[src/rtl/core/assert_macros.svh]
// Assertion helpers shared by the RTL.
`ifndef ASSERT_MACROS_SVH
`define ASSERT_MACROS_SVH

// Same-cycle implication, disabled in reset.
`define ASSERT_IMPLY(name, ck, rn, ante, cons) \
    name: assert property (@(posedge ck) disable iff (!rn) (ante) |-> (cons)) \
        else $error("implication check failed");

// Next-cycle implication, disabled in reset.
`define ASSERT_NEXT(name, ck, rn, ante, cons) \
    name: assert property (@(posedge ck) disable iff (!rn) (ante) |=> (cons)) \
        else $error("next-cycle check failed");

`endif

[src/rtl/core/lier_pkg.sv]
`timescale 1ns / 1ps
package lier_pkg;

    localparam int NUM_LAYERS     = 8;
    localparam int CAPS_PER_LAYER = 8;
    localparam int NUM_OWNERS     = 16;
    localparam int KEY_BITS       = 10;

    localparam int LAYER_W    = $clog2(NUM_LAYERS);
    localparam int CAP_IDX_W  = $clog2(CAPS_PER_LAYER);
    localparam int CAP_CNT_W  = $clog2(CAPS_PER_LAYER + 1);
    localparam int CAP_DEPTH  = NUM_LAYERS * CAPS_PER_LAYER;
    localparam int CAP_ADDR_W = LAYER_W + CAP_IDX_W;
    localparam int OWN_IDX_W  = $clog2(NUM_OWNERS);
    localparam int OWN_CNT_W  = $clog2(NUM_OWNERS + 1);

    typedef enum logic [1:0] {
        OP_ROUTE  = 2'd0,
        OP_ADD    = 2'd1,
        OP_REMOVE = 2'd2,
        OP_SET    = 2'd3
    } op_t;

    localparam logic [1:0] EV_PRESS   = 2'd0;
    localparam logic [1:0] EV_RELEASE = 2'd1;

    localparam logic [1:0] ST_OK       = 2'd0;
    localparam logic [1:0] ST_CAP_FULL = 2'd1;
    localparam logic [1:0] ST_DROPPED  = 2'd2;
    localparam logic [1:0] ST_OWN_FULL = 2'd3;

    localparam logic KIND_PASS = 1'b1;
    localparam logic MODE_ANY  = 1'b1;

    typedef struct packed {
        logic [1:0]          operation;
        logic [2:0]          layer;
        logic [KEY_BITS-1:0] key;
        logic                match_mode;
        logic                capture_kind;
        logic [1:0]          event_kind;
        logic signed [7:0]   priority_req;
        logic                live;
    } req_t;

    typedef struct packed {
        logic       delivered;
        logic [2:0] dest_layer;
        logic       used_kind;
        logic       used_mode;
        logic [1:0] status;
        logic       last;
    } res_t;

    typedef struct packed {
        logic [KEY_BITS-1:0] key;
        logic                mode;
        logic                kind;
    } cap_ent_t;

    typedef struct packed {
        logic [KEY_BITS-1:0] key;
        logic [LAYER_W-1:0]  layer;
        logic                mode;
        logic                kind;
    } own_ent_t;

endpackage

[src/rtl/core/lier_ram.sv]
`timescale 1ns / 1ps
module lier_ram #(
    parameter int WIDTH = 8,
    parameter int DEPTH = 16
) (
    input  logic                     clk,
    input  logic                     wr_en,
    input  logic [$clog2(DEPTH)-1:0] wr_addr,
    input  logic [WIDTH-1:0]         wr_data,
    input  logic                     rd_en,
    input  logic [$clog2(DEPTH)-1:0] rd_addr,
    output logic [WIDTH-1:0]         rd_data
);
    logic [WIDTH-1:0] mem [DEPTH];
    logic [WIDTH-1:0] rd_data_reg;

    always_ff @(posedge clk)
    begin
        if (wr_en)
        begin
            mem[wr_addr] <= wr_data;
        end
        if (rd_en)
        begin
            rd_data_reg <= mem[rd_addr];
        end
    end

    assign rd_data = rd_data_reg;
endmodule

[src/rtl/core/layered_input_event_router_top.sv]
`timescale 1ns / 1ps
`include "assert_macros.svh"
// Layered key-event router. One request in, one to eight results out, the last
// one flagged. A small sequencer drives one shared key comparator over two
// RAMs with one write and one read port (capture lists, 64 x 12; key owners,
// 16 x 15) and one signed priority comparator over the layer registers. The
// block takes no new request until the last result of the current one sits in
// the output register. Steps per request: set layer writes the layer registers;
// add/remove walk the stored captures of the layer; a route runs layer
// selection passes (one layer per cycle through the priority comparator, up to
// 9 passes), checks captures, and walks the owner table when a release looks
// up its owner or a consumed press rewrites the owner table. Captured/owner
// RAMs need no clearing pass: entries are only read below their fill counts.
module layered_input_event_router_top (
    input  logic          clk,
    input  logic          rst_n,
    input  logic          req_valid,
    output logic          req_ready,
    input  lier_pkg::req_t req_data,
    output logic          res_valid,
    input  logic          res_ready,
    output lier_pkg::res_t res_data
);
    import lier_pkg::*;

    typedef enum logic [8:0] {
        S_IDLE    = 9'b000000001,
        S_CAP_RD  = 9'b000000010,
        S_CAP_CHK = 9'b000000100,
        S_CAP_END = 9'b000001000,
        S_OWN_RD  = 9'b000010000,
        S_OWN_CHK = 9'b000100000,
        S_OWN_END = 9'b001000000,
        S_SEL     = 9'b010000000,
        S_OUT     = 9'b100000000
    } state_t;

    // control state
    state_t                state_reg, state_next;
    logic [CAP_CNT_W-1:0]  cap_count_reg [NUM_LAYERS];
    logic [CAP_CNT_W-1:0]  cap_count_next [NUM_LAYERS];
    logic signed [7:0]     prio_reg [NUM_LAYERS];
    logic signed [7:0]     prio_next [NUM_LAYERS];
    logic [NUM_LAYERS-1:0] alive_reg, alive_next;
    logic [OWN_CNT_W-1:0]  own_count_reg, own_count_next;
    logic [NUM_LAYERS-1:0] visited_reg, visited_next;
    logic                  pend_valid_reg, pend_valid_next;
    logic                  out_valid_reg, out_valid_next;
    logic                  best_valid_reg, best_valid_next;
    logic                  found_reg, found_next;

    // payload
    op_t                   op_reg, op_next;
    logic [LAYER_W-1:0]    layer_reg, layer_next;
    logic [KEY_BITS-1:0]   key_reg, key_next;
    logic                  mode_reg, mode_next;
    logic                  kind_reg, kind_next;
    logic [1:0]            ev_reg, ev_next;
    logic [LAYER_W-1:0]    cur_reg, cur_next;
    logic [LAYER_W-1:0]    sidx_reg, sidx_next;
    logic [LAYER_W-1:0]    best_reg, best_next;
    logic signed [7:0]     best_prio_reg, best_prio_next;
    logic [CAP_CNT_W-1:0]  cidx_reg, cidx_next;
    logic [CAP_CNT_W-1:0]  cwr_reg, cwr_next;
    logic [OWN_CNT_W-1:0]  oidx_reg, oidx_next;
    logic [OWN_CNT_W-1:0]  owr_reg, owr_next;
    own_ent_t              fnd_reg, fnd_next;
    res_t                  pend_reg, pend_next;
    res_t                  out_reg, out_next;

    // RAM ports
    logic                  cw_en, cr_en, ow_en, or_en;
    logic [CAP_ADDR_W-1:0] cw_addr, cr_addr;
    cap_ent_t              cw_data, cr_data;
    logic [OWN_IDX_W-1:0]  ow_addr, or_addr;
    own_ent_t              ow_data, or_data;

    lier_ram #(.WIDTH($bits(cap_ent_t)), .DEPTH(CAP_DEPTH)) u_cap_ram (
        .clk(clk), .wr_en(cw_en), .wr_addr(cw_addr), .wr_data(cw_data),
        .rd_en(cr_en), .rd_addr(cr_addr), .rd_data(cr_data)
    );

    lier_ram #(.WIDTH($bits(own_ent_t)), .DEPTH(NUM_OWNERS)) u_own_ram (
        .clk(clk), .wr_en(ow_en), .wr_addr(ow_addr), .wr_data(ow_data),
        .rd_en(or_en), .rd_addr(or_addr), .rd_data(or_data)
    );

    logic                  out_free;
    logic                  push;
    logic [LAYER_W-1:0]    lay;
    logic [LAYER_W-1:0]    cc_addr;
    logic [CAP_CNT_W-1:0]  cc_val;
    logic [LAYER_W-1:0]    al_addr;
    logic                  al_val;
    logic                  key_eq;
    logic                  better;
    logic                  nb_valid;
    logic [LAYER_W-1:0]    nb_idx;
    logic [CAP_CNT_W-1:0]  cidx_inc;
    logic [OWN_CNT_W-1:0]  oidx_inc;
    logic                  cap_hit;
    logic                  own_drop;
    res_t                  res_new;

    assign out_free  = !out_valid_reg || res_ready;
    assign req_ready = (state_reg == S_IDLE);
    assign res_valid = out_valid_reg;
    assign res_data  = out_reg;

    assign lay      = (op_reg == OP_ROUTE) ? cur_reg : layer_reg;
    assign cidx_inc = cidx_reg + 1'b1;
    assign oidx_inc = oidx_reg + 1'b1;

    // shared key comparator: capture RAM or owner RAM, by state
    assign key_eq = (state_reg == S_OWN_CHK) ? (or_data.key == key_reg)
                                             : (cr_data.key == key_reg);

    // shared signed priority comparator for the layer selection pass
    assign better   = alive_reg[sidx_reg] && !visited_reg[sidx_reg] &&
                      (!best_valid_reg || (prio_reg[sidx_reg] > best_prio_reg));
    assign nb_valid = best_valid_reg || better;
    assign nb_idx   = better ? sidx_reg : best_reg;

    // single read port on the count registers; the live bits have a second read in the comparator
    always_comb
    begin
        unique case (state_reg)
            S_IDLE:  cc_addr = req_data.layer;
            S_SEL:   cc_addr = nb_idx;
            default: cc_addr = lay;
        endcase
    end
    assign cc_val  = cap_count_reg[cc_addr];
    assign al_addr = (state_reg == S_OWN_END) ? fnd_reg.layer : sidx_reg;
    assign al_val  = alive_reg[al_addr];

    assign cap_hit  = (op_reg == OP_ROUTE) ? (cr_data.mode == MODE_ANY || key_eq)
                                           : (cr_data.mode == mode_reg && key_eq);
    assign own_drop = key_eq && (ev_reg == EV_PRESS || !found_reg);

    always_comb
    begin
        res_new            = '0;
        res_new.delivered  = 1'b1;
        res_new.dest_layer = cur_reg;
        res_new.used_kind  = cr_data.kind;
        res_new.used_mode  = cr_data.mode;
        res_new.status     = ST_OK;
    end

    always_comb
    begin
        state_next      = state_reg;
        cap_count_next  = cap_count_reg;
        prio_next       = prio_reg;
        alive_next      = alive_reg;
        own_count_next  = own_count_reg;
        visited_next    = visited_reg;
        pend_valid_next = pend_valid_reg;
        best_valid_next = best_valid_reg;
        found_next      = found_reg;
        op_next         = op_reg;
        layer_next      = layer_reg;
        key_next        = key_reg;
        mode_next       = mode_reg;
        kind_next       = kind_reg;
        ev_next         = ev_reg;
        cur_next        = cur_reg;
        sidx_next       = sidx_reg;
        best_next       = best_reg;
        best_prio_next  = best_prio_reg;
        cidx_next       = cidx_reg;
        cwr_next        = cwr_reg;
        oidx_next       = oidx_reg;
        owr_next        = owr_reg;
        fnd_next        = fnd_reg;
        pend_next       = pend_reg;
        out_next        = out_reg;
        push            = 1'b0;
        cw_en           = 1'b0;
        cw_addr         = {lay, cidx_reg[CAP_IDX_W-1:0]};
        cw_data         = cr_data;
        cr_en           = 1'b0;
        cr_addr         = {lay, cidx_reg[CAP_IDX_W-1:0]};
        ow_en           = 1'b0;
        ow_addr         = owr_reg[OWN_IDX_W-1:0];
        ow_data         = or_data;
        or_en           = 1'b0;
        or_addr         = oidx_reg[OWN_IDX_W-1:0];

        unique case (state_reg)
            S_IDLE:
            begin
                if (req_valid)
                begin
                    op_next        = op_t'(req_data.operation);
                    layer_next     = req_data.layer;
                    key_next       = req_data.key;
                    mode_next      = req_data.match_mode;
                    kind_next      = req_data.capture_kind;
                    ev_next        = req_data.event_kind;
                    cidx_next      = '0;
                    cwr_next       = '0;
                    oidx_next      = '0;
                    owr_next       = '0;
                    found_next     = 1'b0;
                    visited_next   = '0;
                    sidx_next      = '0;
                    best_valid_next = 1'b0;
                    pend_next      = '0;
                    pend_next.dest_layer = req_data.layer;
                    pend_valid_next = (op_t'(req_data.operation) != OP_ROUTE);
                    unique case (op_t'(req_data.operation))
                        OP_ROUTE:
                        begin
                            if (req_data.event_kind == EV_RELEASE && own_count_reg != '0)
                                state_next = S_OWN_RD;
                            else
                                state_next = S_SEL;
                        end
                        OP_ADD:
                        begin
                            state_next = (cc_val == '0) ? S_CAP_END : S_CAP_RD;
                        end
                        OP_REMOVE:
                        begin
                            state_next = (cc_val == '0) ? S_OUT : S_CAP_RD;
                        end
                        OP_SET:
                        begin
                            prio_next[req_data.layer]  = req_data.priority_req;
                            alive_next[req_data.layer] = req_data.live;
                            state_next = S_OUT;
                        end
                    endcase
                end
            end

            S_CAP_RD:
            begin
                cr_en      = 1'b1;
                state_next = S_CAP_CHK;
            end

            S_CAP_CHK:
            begin
                unique case (op_reg)
                    OP_ADD:
                    begin
                        if (cap_hit)
                        begin
                            cw_en           = 1'b1;
                            cw_data.key     = key_reg;
                            cw_data.mode    = mode_reg;
                            cw_data.kind    = kind_reg;
                            state_next      = S_OUT;
                        end
                        else
                        begin
                            cidx_next  = cidx_inc;
                            state_next = (cidx_inc < cc_val) ? S_CAP_RD : S_CAP_END;
                        end
                    end
                    OP_REMOVE:
                    begin
                        if (!cap_hit)
                        begin
                            cw_en    = 1'b1;
                            cw_addr  = {lay, cwr_reg[CAP_IDX_W-1:0]};
                            cwr_next = cwr_reg + 1'b1;
                        end
                        cidx_next = cidx_inc;
                        if (!(cidx_inc < cc_val))
                        begin
                            cap_count_next[lay] = cap_hit ? cwr_reg : cwr_reg + 1'b1;
                            state_next = S_OUT;
                        end
                        else
                        begin
                            state_next = S_CAP_RD;
                        end
                    end
                    default:
                    begin
                        // route walk
                        if (cap_hit)
                        begin
                            if (!pend_valid_reg || out_free)
                            begin
                                if (pend_valid_reg)
                                begin
                                    push          = 1'b1;
                                    out_next      = pend_reg;
                                    out_next.last = 1'b0;
                                end
                                pend_next       = res_new;
                                pend_valid_next = 1'b1;
                                if (cr_data.kind == KIND_PASS)
                                begin
                                    sidx_next       = '0;
                                    best_valid_next = 1'b0;
                                    state_next      = S_SEL;
                                end
                                else if (ev_reg == EV_PRESS)
                                begin
                                    oidx_next  = '0;
                                    owr_next   = '0;
                                    state_next = (own_count_reg == '0) ? S_OWN_END : S_OWN_RD;
                                end
                                else
                                begin
                                    state_next = S_OUT;
                                end
                            end
                        end
                        else
                        begin
                            cidx_next = cidx_inc;
                            if (cidx_inc < cc_val)
                            begin
                                state_next = S_CAP_RD;
                            end
                            else
                            begin
                                sidx_next       = '0;
                                best_valid_next = 1'b0;
                                state_next      = S_SEL;
                            end
                        end
                    end
                endcase
            end

            S_CAP_END:
            begin
                // append after a miss, or report a full list
                if (cc_val < CAP_CNT_W'(CAPS_PER_LAYER))
                begin
                    cw_en               = 1'b1;
                    cw_addr             = {lay, cc_val[CAP_IDX_W-1:0]};
                    cw_data.key         = key_reg;
                    cw_data.mode        = mode_reg;
                    cw_data.kind        = kind_reg;
                    cap_count_next[lay] = cc_val + 1'b1;
                end
                else
                begin
                    pend_next.status = ST_CAP_FULL;
                end
                state_next = S_OUT;
            end

            S_OWN_RD:
            begin
                or_en      = 1'b1;
                state_next = S_OWN_CHK;
            end

            S_OWN_CHK:
            begin
                if (own_drop)
                begin
                    if (ev_reg != EV_PRESS)
                    begin
                        found_next = 1'b1;
                        fnd_next   = or_data;
                    end
                end
                else
                begin
                    ow_en    = 1'b1;
                    owr_next = owr_reg + 1'b1;
                end
                oidx_next = oidx_inc;
                if (oidx_inc < own_count_reg)
                begin
                    state_next = S_OWN_RD;
                end
                else
                begin
                    own_count_next = own_drop ? owr_reg : owr_reg + 1'b1;
                    state_next     = S_OWN_END;
                end
            end

            S_OWN_END:
            begin
                if (ev_reg == EV_PRESS)
                begin
                    if (own_count_reg < OWN_CNT_W'(NUM_OWNERS))
                    begin
                        ow_en          = 1'b1;
                        ow_addr        = own_count_reg[OWN_IDX_W-1:0];
                        ow_data.key    = key_reg;
                        ow_data.layer  = cur_reg;
                        ow_data.mode   = pend_reg.used_mode;
                        ow_data.kind   = pend_reg.used_kind;
                        own_count_next = own_count_reg + 1'b1;
                    end
                    else
                    begin
                        pend_next.status = ST_OWN_FULL;
                    end
                    state_next = S_OUT;
                end
                else if (found_reg)
                begin
                    pend_valid_next      = 1'b1;
                    pend_next            = '0;
                    pend_next.dest_layer = fnd_reg.layer;
                    if (al_val)
                    begin
                        pend_next.delivered = 1'b1;
                        pend_next.used_kind = fnd_reg.kind;
                        pend_next.used_mode = fnd_reg.mode;
                    end
                    else
                    begin
                        pend_next.status = ST_DROPPED;
                    end
                    state_next = S_OUT;
                end
                else
                begin
                    sidx_next       = '0;
                    best_valid_next = 1'b0;
                    state_next      = S_SEL;
                end
            end

            S_SEL:
            begin
                // one layer per cycle; strict compare keeps the lower number on ties
                best_valid_next = nb_valid;
                best_next       = nb_idx;
                if (better)
                    best_prio_next = prio_reg[sidx_reg];
                sidx_next = sidx_reg + 1'b1;
                if (sidx_reg == LAYER_W'(NUM_LAYERS - 1))
                begin
                    sidx_next       = '0;
                    best_valid_next = 1'b0;
                    if (nb_valid)
                    begin
                        cur_next             = nb_idx;
                        visited_next[nb_idx] = 1'b1;
                        cidx_next            = '0;
                        state_next           = (cc_val == '0) ? S_SEL : S_CAP_RD;
                    end
                    else
                    begin
                        state_next = S_OUT;
                    end
                end
            end

            S_OUT:
            begin
                if (out_free)
                begin
                    push            = 1'b1;
                    out_next        = pend_valid_reg ? pend_reg : '0;
                    out_next.last   = 1'b1;
                    pend_valid_next = 1'b0;
                    state_next      = S_IDLE;
                end
            end

            default:
            begin
                state_next = S_IDLE;
            end
        endcase

        out_valid_next = push ? 1'b1 : (res_ready ? 1'b0 : out_valid_reg);
    end

    always_ff @(posedge clk or negedge rst_n)
    begin
        if (!rst_n)
        begin
            state_reg      <= S_IDLE;
            cap_count_reg  <= '{default: '0};
            prio_reg       <= '{default: '0};
            alive_reg      <= '0;
            own_count_reg  <= '0;
            visited_reg    <= '0;
            pend_valid_reg <= 1'b0;
            out_valid_reg  <= 1'b0;
            best_valid_reg <= 1'b0;
            found_reg      <= 1'b0;
        end
        else
        begin
            state_reg      <= state_next;
            cap_count_reg  <= cap_count_next;
            prio_reg       <= prio_next;
            alive_reg      <= alive_next;
            own_count_reg  <= own_count_next;
            visited_reg    <= visited_next;
            pend_valid_reg <= pend_valid_next;
            out_valid_reg  <= out_valid_next;
            best_valid_reg <= best_valid_next;
            found_reg      <= found_next;
        end
    end

    always_ff @(posedge clk)
    begin
        op_reg        <= op_next;
        layer_reg     <= layer_next;
        key_reg       <= key_next;
        mode_reg      <= mode_next;
        kind_reg      <= kind_next;
        ev_reg        <= ev_next;
        cur_reg       <= cur_next;
        sidx_reg      <= sidx_next;
        best_reg      <= best_next;
        best_prio_reg <= best_prio_next;
        cidx_reg      <= cidx_next;
        cwr_reg       <= cwr_next;
        oidx_reg      <= oidx_next;
        owr_reg       <= owr_next;
        fnd_reg       <= fnd_next;
        pend_reg      <= pend_next;
        out_reg       <= out_next;
    end

    // owner table never overfills
    `ASSERT_IMPLY(a_own_bound, clk, rst_n, 1'b1, own_count_reg <= OWN_CNT_W'(NUM_OWNERS))
    // results only move into a free output register
    `ASSERT_IMPLY(a_push_free, clk, rst_n, push, out_free)
    // no stale result is left over when a new request is taken
    `ASSERT_IMPLY(a_idle_clean, clk, rst_n, state_reg == S_IDLE, !pend_valid_reg)
    // the final result of a request always closes with last set
    `ASSERT_NEXT(a_out_last, clk, rst_n, state_reg == S_OUT && out_free,
                 out_valid_reg && out_reg.last)
endmodule
[config.mk]
export PLATFORM = sky130hd
export DESIGN_NAME = layered_input_event_router_top
export DESIGN_NICKNAME = d
export VERILOG_FILES = /design/src/rtl/core/lier_pkg.sv /design/src/rtl/core/lier_ram.sv /design/src/rtl/core/layered_input_event_router_top.sv
export VERILOG_INCLUDE_DIRS = /design/src /design/src/rtl/core
export SDC_FILE = /design/constraint.sdc
export NUM_CORES = 1
export LEC_CHECK = 0
export BUFFER_PORTS_ARGS = -buffer_cell sky130_fd_sc_hd__buf_2
export CORE_MARGIN = 3
export CORE_UTILIZATION = 55
export DETAILED_ROUTE_END_ITERATION = 10
export GPL_TIMING_DRIVEN = 0
export PLACE_DENSITY = 0.67
export SYNTH_ARGS = -nofsm -noshare
export SYNTH_HDL_FRONTEND = slang
export SYNTH_SLANG_ARGS = --single-unit
[constraint.sdc]
create_clock -name clk -period 10.45 [get_ports clk]
set_input_delay 1.045 -clock clk [delete_from_list [all_inputs] [get_ports clk]]
set_output_delay 1.045 -clock clk [all_outputs]
set_load 0.01 [all_outputs]
==> results of run 1 <==
==> critical path: stages (launching register included) <==
cell and delay [ns]:
edfxtp_1 0.34, buf_2 0.23, buf_2 0.38, buf_1 0.79, mux4_2 0.62, nand2_1 0.08
nand2_1 0.10, ha_1 0.32, and4_1 0.24, a41o_1 0.25, a32oi_1 0.36, nand3_1 0.22
a21oi_1 0.48, o21ai_0 0.28, a211o_1 0.32, nand3_1 0.27, ha_1 0.31, a21o_1 0.18
a21oi_1 0.35, nand2_1 0.10, inv_1 0.10, o221ai_1 0.11, nor3_1 0.46, a21oi_1 0.20
a21oi_1 0.66, o21ai_0 0.19
==> worst max-delay path by stage <==
stage / from / end / cells after the start / slack [ns]
after detailed placement: sidx_reg[0] / cap_count_reg[0] / 27 / 2.36
after global placement: sidx_reg[0] / u_cap_ram.mem[20][11] / 20 / -2.03
after CTS: sidx_reg[0] / cap_count_reg[0] / 27 / 2.31
after global routing: sidx_reg[0] / cap_count_reg[7] / 25 / 1.75
after floorplan: sidx_reg[0] / u_cap_ram.mem[0][11] / 20 / 2.34
final: sidx_reg[0] / cap_count_reg[27] / 25 / 2.31
==> logic make-up after synthesis <==
logic type	count (synthesis)
flip-flops	1241
AND/OR/NAND/NOR	517
multiplexers	442
AO/OA/AOI/OAI	232
buffers and inverters	178
XOR/XNOR	30
adder cells (fa/ha/maj)	28
==> routing by layer <==
metal	global-route usage, %	wire [um]
met2	41.5	60300
met4	8.88	4210
met5	0	13
met3	4.18	9690
met1	37.3	50200
==> area by class of cell <==
class | count | area, um2 | area share [%]
plain buffers | 143 | 626 | 1.07
flip-flops and latches | 1241 | 36600 | 62.7
clock inverters | 53 | 553 | 0.946
repair buffers | 138 | 1360 | 2.33
well taps | 1243 | 1560 | 2.66
clock buffers | 163 | 3360 | 5.75
inverters | 35 | 131 | 0.225
multi-input cells | 1249 | 14200 | 24.4
==> where the power goes <==
group	switching (W)	internal [W]	total, W
registers	0.000161	0.00574	0.00590
clock network	0.00182	0.00249	0.00431
logic	0.00262	0.00183	0.00445
total	0.00460	0.0101	0.0147
==> metrics by stage <==
| stage | instance area [um2] | setup slack [ns] | power (W) | hold slack [ns] |
|---|---|---|---|---|
| 2_1_floorplan | 51000 | 2.34 | 0.00893 | 0.426 |
| 3_3_place_gp | 52800 | -2.03 | 0.0102 | 0.464 |
| 3_5_place_dp | 54500 | 2.36 | 0.0104 | 0.463 |
| 4_1_cts | 58400 | 2.31 | 0.0147 | 0.332 |
| 5_1_grt | 58400 | 1.75 | 0.0152 | 0.371 |
| 6_report | 58400 | 2.31 | 0.0147 | 0.343 |
==> layout by cell type (no fill, tap or decap), types with 11 or more instances in the layout <==
cell type,count
and3_1,27
a21oi_1,33
nor4_1,13
nand2_1,164
and2_1,21
or3_1,11
ha_1,28
dfrtp_1,129
buf_8,21
mux2i_1,28
xor2_1,20
clkbuf_16,125
clkinv_2,14
a31oi_1,23
buf_1,33
buf_4,35
clkinv_1,19
nor2_2,16
o21ai_0,74
buf_2,64
nor3_1,15
edfxtp_1,1111
buf_6,39
clkbuf_1,107
nor4_2,26
mux4_2,326
nor4_4,38
inv_1,31
nand3_1,41
mux2_2,84
nor2b_1,18
nor2_1,76
==> key figures, run 1 <==
Timing
  • Pins Over Slew Limit: 0
  • Fin Clk Skew: approximately 0.028 ns
  • Post-layout min period: between 8 and 9 ns
  • F_max: around 120 MHz
  • RSZ-0062 raised after global routing: no
  • Final setup viols: 0
  • Sum Neg Setup Slack: 0 ns
  • Max transition margin: approximately 11%
  • Fin crit share: 77.9%
  • Final Hold Violating Endpoints: 0
  • Tightest Pin Transition: about 1.3 ns

Clock network
  • # clock sinks: 1241
  • Clk_lat worst skew: just over 0.7 ns
  • CTS tree: yes
  • Clock buffer depth: 3
  • Post-CTS Setup Inserts: 0
  • CTS resizes: 0
  • H-tree depth: 3
  • Hold buffers post-CTS: 0
  • Root Buffer: clkbuf_16
  • Total CTS buffers: 120
  • Clock-pin slew on the worst setup and hold paths: roughly 0.06 ns

Final layout
  • Fillers: between 6000 and 7000
  • Finished Layout Cells: ~4300
  • Final Util: 63.7%
  • Diode count: 0
  • Nets: about 3000
  • Largest register FFs: ~770
  • Layout cells sized above 1: ~29%
  • Area Overhead vs Synth: 14.5%

Synth
  • Mux cell area share after synthesis: between 10% and 20%
  • Post-synth EDFFs: between 1000 and 1500
  • XOR/XNOR Fraction of Synth Area: less than 1%
  • Post-Syn Area per Cell: approximately 19 um2
  • Syn nets: about 2700
  • Simple-gate share of the synthesized area: under 10%
  • Register bit count reported by yosys: roughly 1200
  • Number of synthesis warnings: 0
  • Synth top area cells: edfxtp_1 65%, mux4_2 14%, dfrtp_1 6.3%
  • Largest family of logic cells by synthesized area: multiplexers
  • Top cells by count, synth: 1111 x edfxtp_1, 326 x mux4_2, 164 x nand2_1
  • Synth top area share: between 60 and 70%
  • Adder-cell share of the synthesized area: 0.687%
  • Synth area leader: edfxtp_1
  • Top-count cell post-synth: edfxtp_1
  • Ys async rst share: a little over a tenth
  • Netlist cell types: 84
  • Synth Cell Area: between 50000 and 60000 um2
  • Synth Instances: 2668
  • Primary FF master, synth: edfxtp_1
  • Compound-Gate Fraction of Synth Area: 3.15%
  • Seq/Total Area, Yosys: 71.8%

Critical path
  • Crit Path Max Fanout: 10
  • Worst r2r src: sidx_reg[0]
  • R2r setup slk: 2.31 ns
  • Critical path startpoint category: flip-flop
  • FF-to-FF End: cap_count_reg[27]
  • Crit. End Element: flip-flop
  • Worst R2R Path Depth: 25
  • CP Class: flip-flop to flip-flop
  • Critical Path AT: about 8.7 ns
  • Worst Path Required: 10.99 ns

Route
  • Per-cell routed wire length: 29.2 um
  • Initial DRC Count: between 3000 and 4000
  • Via density: approximately 6.4
  • Initial DRT Pass Iterations: 6
  • Residual DRC count: 0
  • Routed Wire Length: roughly 120000 um
  • Via count: about 27000
  • Antenna viol nets, final: 0

GRT
  • First-pass GRT wire length: 185000 um
  • Remaining global-route overflow: 0
  • Number of global-route vias before repair: between 20000 and 30000
  • Largest net degree at the start of global routing: 69
  • Initial antenna violation count: 1
  • Gr usage total: roughly a quarter

Die
  • DIE WIDTH: between 300 and 400 um
  • I/O Pins: 43
  • Die area: around 96000 um2
  • Die height: 311 um
  • Row Count: approximately 110
  • Initial cell density of the core: roughly 56%
  • Core area: around 90000 um2

Pwr
  • Maximum vdd drop: 0.000179 V
  • Leakage: a little under 20 nW
  • PwrDens: around 250 nW/um2

Place
  • Final RePlAce weighted congestion: 0.977
  • I/O Buffers: 42
  • Detailed placer's ending HPWL: around 85000 um
  • DP Cell Count: just over 4000

Status
  • Outcome: completed

Hold path
  • Worst hold path type: primary input to async pin

Flow run
  • Max_cap viols: 0
(Power assumes the default switching activity.)
==> run 2, diff against run 1 <==
Settings changed: PLACE_DENSITY 0.67 to 0.7.
Clock period 10.45 ns to 6.65 ns, I/O delays scaled along.
==> key figures, run 2 (synthesis results as in run 1) <==
Timing
  • Fin Clk Skew: ~0.04 ns
  • Sum Neg Setup Slack: 0 ns
  • Final Hold Violating Endpoints: 0
  • Pins Over Slew Limit: 0
  • Fin crit share: between 90% and 100%
  • Post-layout min period: between 6 and 7 ns
  • Max transition margin: 11.3%
  • Final setup viols: 0
  • Tightest Pin Transition: 1.33 ns
  • RSZ-0062 raised after global routing: yes
  • PnR worst setup slack: between 0.2 and 0.25 ns
  • F_max: 155 MHz

Final layout
  • Most frequent cells in the layout: 1111 x edfxtp_1, 326 x mux4_2, 163 x nand2_1
  • Finished Layout Cells: 4278
  • FF/Latch Area: between 30000 and 40000 um2
  • Layout cells sized above 1: 30.0%
  • Final Util: about 64%
  • Area Overhead vs Synth: 15.9%
  • Commonest non-fill, non-tap cell in the layout: edfxtp_1
  • Fillers: 6042
  • Post-route cell area: between 50000 and 60000 um2
  • Largest register FFs: ~770
  • Diode count: 0
  • Area of the multi-input gates: approximately 15000 um2
  • Nets: 2991

Die
  • Die area: a little under 100000 um2
  • DIE WIDTH: approximately 310 um
  • I/O Pins: 43
  • Initial cell density of the core: a little under three fifths
  • Row Count: 111
  • Die height: just over 300 um
  • Core area: between 90000 and 100000 um2

Place
  • Worst slack at placement: -1.51 ns
  • Final RePlAce weighted congestion: about 0.9
  • Dpl cell area: 54500 um2
  • I/O Buffers: 42
  • DP Cell Count: roughly 4000
  • Detailed placer's ending HPWL: 83100 um

GRT
  • Gr usage total: between 20% and 30%
  • Remaining global-route overflow: 0
  • Initial antenna violation count: 0
  • Largest net degree at the start of global routing: slightly below 70
  • First-pass GRT wire length: approximately 180000 um
  • Number of global-route vias before repair: approximately 28000

Critical path
  • Worst Path Required: just over 7 ns
  • Critical Path AT: slightly below 7 ns
  • Critical path's largest stage delay: a little over 0.7 ns
  • Crit. End Element: flip-flop
  • Critical path startpoint category: flip-flop
  • CP Class: flip-flop to flip-flop
  • Critical path buffers and inverters: 8
  • Worst path slowest cell: a311oi_2
  • R2r setup slk: around 0.2 ns
  • Critical path's most frequent cell: buf_4
  • Crit Path Max Fanout: 10
  • CP Cell Sequence: buf_4 -> buf_12 -> buf_12 -> mux4_2 -> nand2_1 -> nand2_1 -> ha_1 -> and4_1 -> a41o_1 -> a32o_2 -> o31ai_4 -> a21o_1 -> clkbuf_4 -> and3_1 -> a2111oi_4 -> o31ai_4 -> buf_6 -> nor2_1 -> a311oi_2 -> buf_2 -> nor4_4 -> buf_4 -> buf_4
  • CP delay by family, top: compound AO/OA/AOI/OAI gates

Hold path
  • Worst hold path type: primary input to flip-flop

Pwr
  • Maximum vdd drop: 0.000270 V
  • PwrDens: ~400 nW/um2
  • Leakage: approximately 20 nW

Clock network
  • Total CTS buffers: ~120
  • CTS tree: yes
  • # clock sinks: between 1000 and 1500
  • Root Buffer: clkbuf_16
  • Clock buffer depth: 3
  • Clock-pin slew on the worst setup and hold paths: 0.06 ns
  • Clk_lat worst skew: between 0.7 and 0.8 ns
  • H-tree depth: 3

Route
  • Antenna viol nets, final: 0
  • Residual DRC count: 0
  • Per-cell routed wire length: between 20 and 30 um
  • Via density: 6.48
  • Via count: approximately 28000
  • Initial DRC Count: about 3600
  • Initial DRT Pass Iterations: 6
  • Routed Wire Length: between 100000 and 150000 um

Flow run
  • Max_cap viols: 0

Status
  • Outcome: completed
run 2: final timing paths:
| check | cells past startpoint | to | from |
|---|---|---|---|
| max | 23 | u_cap_ram.mem[43][6] | sidx_reg[0] |
| min | 1 | key_reg[4] | req_data[17] |
| max reg2reg | 23 | u_cap_ram.mem[43][6] | sidx_reg[0] |
| min reg2reg | 0 | fnd_reg[1] | u_own_ram.rd_data[1] |
| max in group asynchronous | 3 | cap_count_reg[15] | rst_n |
| min in group asynchronous | 2 | prio_reg[31] | rst_n |
run 2: worst register-to-register path, stage by stage (launching register included):
cell and delay, ns:
edfxtp_1 0.37, buf_4 0.20, buf_12 0.18, buf_12 0.17
mux4_2 0.52, nand2_1 0.09, nand2_1 0.10, ha_1 0.32
and4_1 0.24, a41o_1 0.26, a32o_2 0.31, o31ai_4 0.32
a21o_1 0.17, clkbuf_4 0.20, and3_1 0.23, a2111oi_4 0.08
o31ai_4 0.34, buf_6 0.21, nor2_1 0.08, a311oi_2 0.71
buf_2 0.57, nor4_4 0.16, buf_4 0.24, buf_4 0.17
run 2: area by class of cell:
class	count	area share, %
plain buffers	141	1.16
multi-input cells	1249	24.6
flip-flops and latches	1241	61.9
repair buffers	144	2.48
clock inverters	91	1.82
well taps	1243	2.63
inverters	35	0.222
clock buffers	134	5.20
run 2: metrics by stage:
stage | hold WS [ns] | power, W
final | 0.129 | 0.0235
after global routing | 0.0934 | 0.0245
after CTS | 0.0844 | 0.0235
after detailed placement | 0.457 | 0.0163
after global placement | 0.460 | 0.0160
after floorplan | 0.369 | 0.0140
run 2: power by group:
part	switching, W	internal [W]	total (W)
registers	0.000262	0.00902	0.00928
logic	0.00423	0.00296	0.00719
clock network	0.00295	0.00412	0.00707
total	0.00744	0.0161	0.0235
run 2: layer usage:
layer | vias to the layer above | track usage, % | routed length (um)
met2 | 1418 | 41.1 | 59600
li1 | 11500 | - | -
met1 | 14600 | 36.7 | 49000
met5 | - | 0 | 0
met4 | 0 | 7.93 | 4350
met3 | 254 | 5.17 | 10900
run 2: timing repair:
item	in CTS	in global routing
hold buffers	1	0
buffers inserted	3	12
endpoints found under the hold margin	62	0
pin swaps	7	17
gates resized for setup	44	25
setup endpoints to repair	1576	826
==> run 3, diff against run 2 <==
Settings changed: BUFFER_PORTS_ARGS -buffer_cell sky130_fd_sc_hd__buf_2 to unset, DONT_BUFFER_PORTS set to 1, PLACE_DENSITY 0.7 to 0.69.
==> key figures, run 3 (synthesis results as in run 1) <==
Place
  • Detailed placer's ending HPWL: 82700 um
  • Final RePlAce weighted congestion: roughly 0.91
  • I/O Buffers: 0
  • Dpl cell area: around 54000 um2

Route
  • Via count: 27600
  • Routed Wire Length: 123000 um
  • Initial DRT Pass Iterations: 5
  • Initial DRC Count: about 3500
  • Residual DRC count: 0
  • Via density: about 6.5
  • Per-cell routed wire length: ~29 um
  • Antenna viol nets, final: 0

GRT
  • Number of global-route vias before repair: 27600
  • First-pass GRT wire length: 183000 um
  • Initial antenna violation count: 0
  • Remaining global-route overflow: 0
  • Met2 usage: roughly two fifths
  • Gr usage total: roughly a quarter
  • M1 GR Usage: approximately 36%
  • Grt peak-use layer: met2
  • Met3 Use GR: approximately 4.2%
  • Largest net degree at the start of global routing: around 130

Pwr
  • Switching pwr: ~0.0074 W
  • Sw Share: 31.6%
  • Pwr Total: roughly 0.023 W
  • Leakage: ~20 nW
  • Maximum vdd drop: roughly 0.00026 V
  • PwrDens: about 390 nW/um2
  • Internal power: between 0.015 and 0.02 W
  • Clock Power Share: slightly below 30%
  • Comb power frac: 30.7%
  • Sequential fraction of design power: roughly two fifths

Timing
  • F_max: ~150 MHz
  • Pins Over Slew Limit: 0
  • Final setup viols: 0
  • Fin Clk Skew: approximately 0.04 ns
  • Max transition margin: 17.6%
  • Final Hold Violating Endpoints: 0
  • Tightest Pin Transition: 1.24 ns
  • Sum Neg Setup Slack: 0 ns
  • Post-layout min period: 6.46 ns
  • Fin crit share: a little over nine tenths

Critical path
  • CP Class: flip-flop to flip-flop
  • Crit Path Max Fanout: 10
  • Critical path startpoint category: flip-flop
  • Crit. End Element: flip-flop
  • Critical Path AT: 6.91 ns
  • Worst Path Required: 7.10 ns

Die
  • DIE WIDTH: 311 um
  • Die area: slightly below 100000 um2
  • Row Count: 111
  • Die height: 311 um
  • I/O Pins: 43
  • Core area: a little over 90000 um2
  • Initial cell density of the core: between 50% and 60%

Clock network
  • Total CTS buffers: 120
  • Clk_lat worst skew: 0.71 ns
  • Clock-pin slew on the worst setup and hold paths: about 0.06 ns
  • H-tree depth: 3
  • CTS tree: yes
  • Root Buffer: clkbuf_16
  • Clock buffer depth: 3
  • # clock sinks: approximately 1200

Final layout
  • Commonest non-fill, non-tap cell in the layout: edfxtp_1
  • Most frequent cells in the layout: 1111 x edfxtp_1, 326 x mux4_2, 162 x nand2_1
  • Final Util: about 65%
  • Layout cells sized above 1: ~30%
  • Largest register FFs: 768
  • Diode count: 0
  • Nets: 2986
  • Area Overhead vs Synth: 16.1%
  • Post-route cell area: between 50000 and 60000 um2

Status
  • Outcome: completed

Hold path
  • Worst hold path type: primary input to flip-flop

Flow run
  • Max_cap viols: 0
-- run 3: cell types whose count changed in the layout (fill, tap and decap cells not counted), sizes merged --
cell / delta
clkdlybuf4s15: -1
clkinv: +1
bufinv: -5
inv: -2
clkbuf: +23
clkinvlp: -4
buf: -13
-- run 3: power groups by stage --
stage	Sequential (W)	Combinational, W	Clock [W]
after floorplan	0.00933	0.00470	0
after global placement	0.00944	0.00648	0
after detailed placement	0.00945	0.00685	0
after CTS	0.00930	0.00702	0.00700
after global routing	0.00933	0.00761	0.00732
final	0.00930	0.00717	0.00691
-- run 3: worst paths after layout --
check                                      from                     to  slack (ns)  cells after the start
max                                 sidx_reg[0]  u_cap_ram.mem[35][11]        0.19                     23
min                                req_data[25]           layer_reg[2]        0.05                      0
max reg2reg                         sidx_reg[0]  u_cap_ram.mem[35][11]        0.19                     23
min reg2reg                u_own_ram.rd_data[3]             fnd_reg[3]        0.47                      0
max in group asynchronous                 rst_n      cap_count_reg[24]        5.52                      2
min in group asynchronous                 rst_n            prio_reg[7]        0.61                      2
-- run 3: layout make-up --
| class | instances | area (um2) |
|---|---|---|
| well taps | 1243 | 1560 |
| flip-flops and latches | 1241 | 36600 |
| multi-input cells | 1249 | 14600 |
| clock inverters | 81 | 826 |
| inverters | 35 | 131 |
| fillers | 6048 | 32600 |
| clock buffers | 149 | 3230 |
| repair buffers | 138 | 1630 |
| plain buffers | 141 | 684 |
-- run 3: per-stage QoR --
stage / setup slack (ns) / std cells / hold slack (ns)
6_report: 0.185 / 4277 / 0.0462
5_1_grt: -0.0534 / 4277 / 0.0182
4_1_cts: 0.00378 / 4244 / 0.00620
3_5_place_dp: -1.43 / 3998 / 0.373
3_3_place_gp: -2.59 / 3911 / 0.373
2_1_floorplan: -0.0756 / 2668 / 0.369
-- run 3: metal layers --
metal / up-vias / routed length (um)
met5: - / 0
met4: 0 / 3510
met3: 228 / 9750
met2: 1323 / 61000
met1: 14600 / 48900
li1: 11500 / -
-- run 3: what timing repair did --
item / CTS / global route
resized for setup: 46 / 30
endpoints found under the setup margin: 1576 / 989
pin swaps: 13 / 24
buffers inserted: 16 / 31
endpoints found under the hold margin: 130 / 0
hold buffers: 2 / 0
-- run 3: critical path, stage by stage, from the launching register on --
cell and delay, ns:
edfxtp_1 0.36, clkbuf_4 0.22, buf_8 0.19, buf_12 0.18, mux4_2 0.51, nand2_1 0.08
nand2_1 0.10, ha_1 0.32, and4_1 0.24, a41o_1 0.26, a32o_2 0.31, o31ai_4 0.31
buf_4 0.17, a21oi_2 0.10, o21ai_0 0.24, o22ai_2 0.17, o31ai_4 0.40, buf_6 0.23
nor2_1 0.08, a311oi_2 0.64, clkbuf_4 0.52, nor4_2 0.14, buf_4 0.24, buf_4 0.17
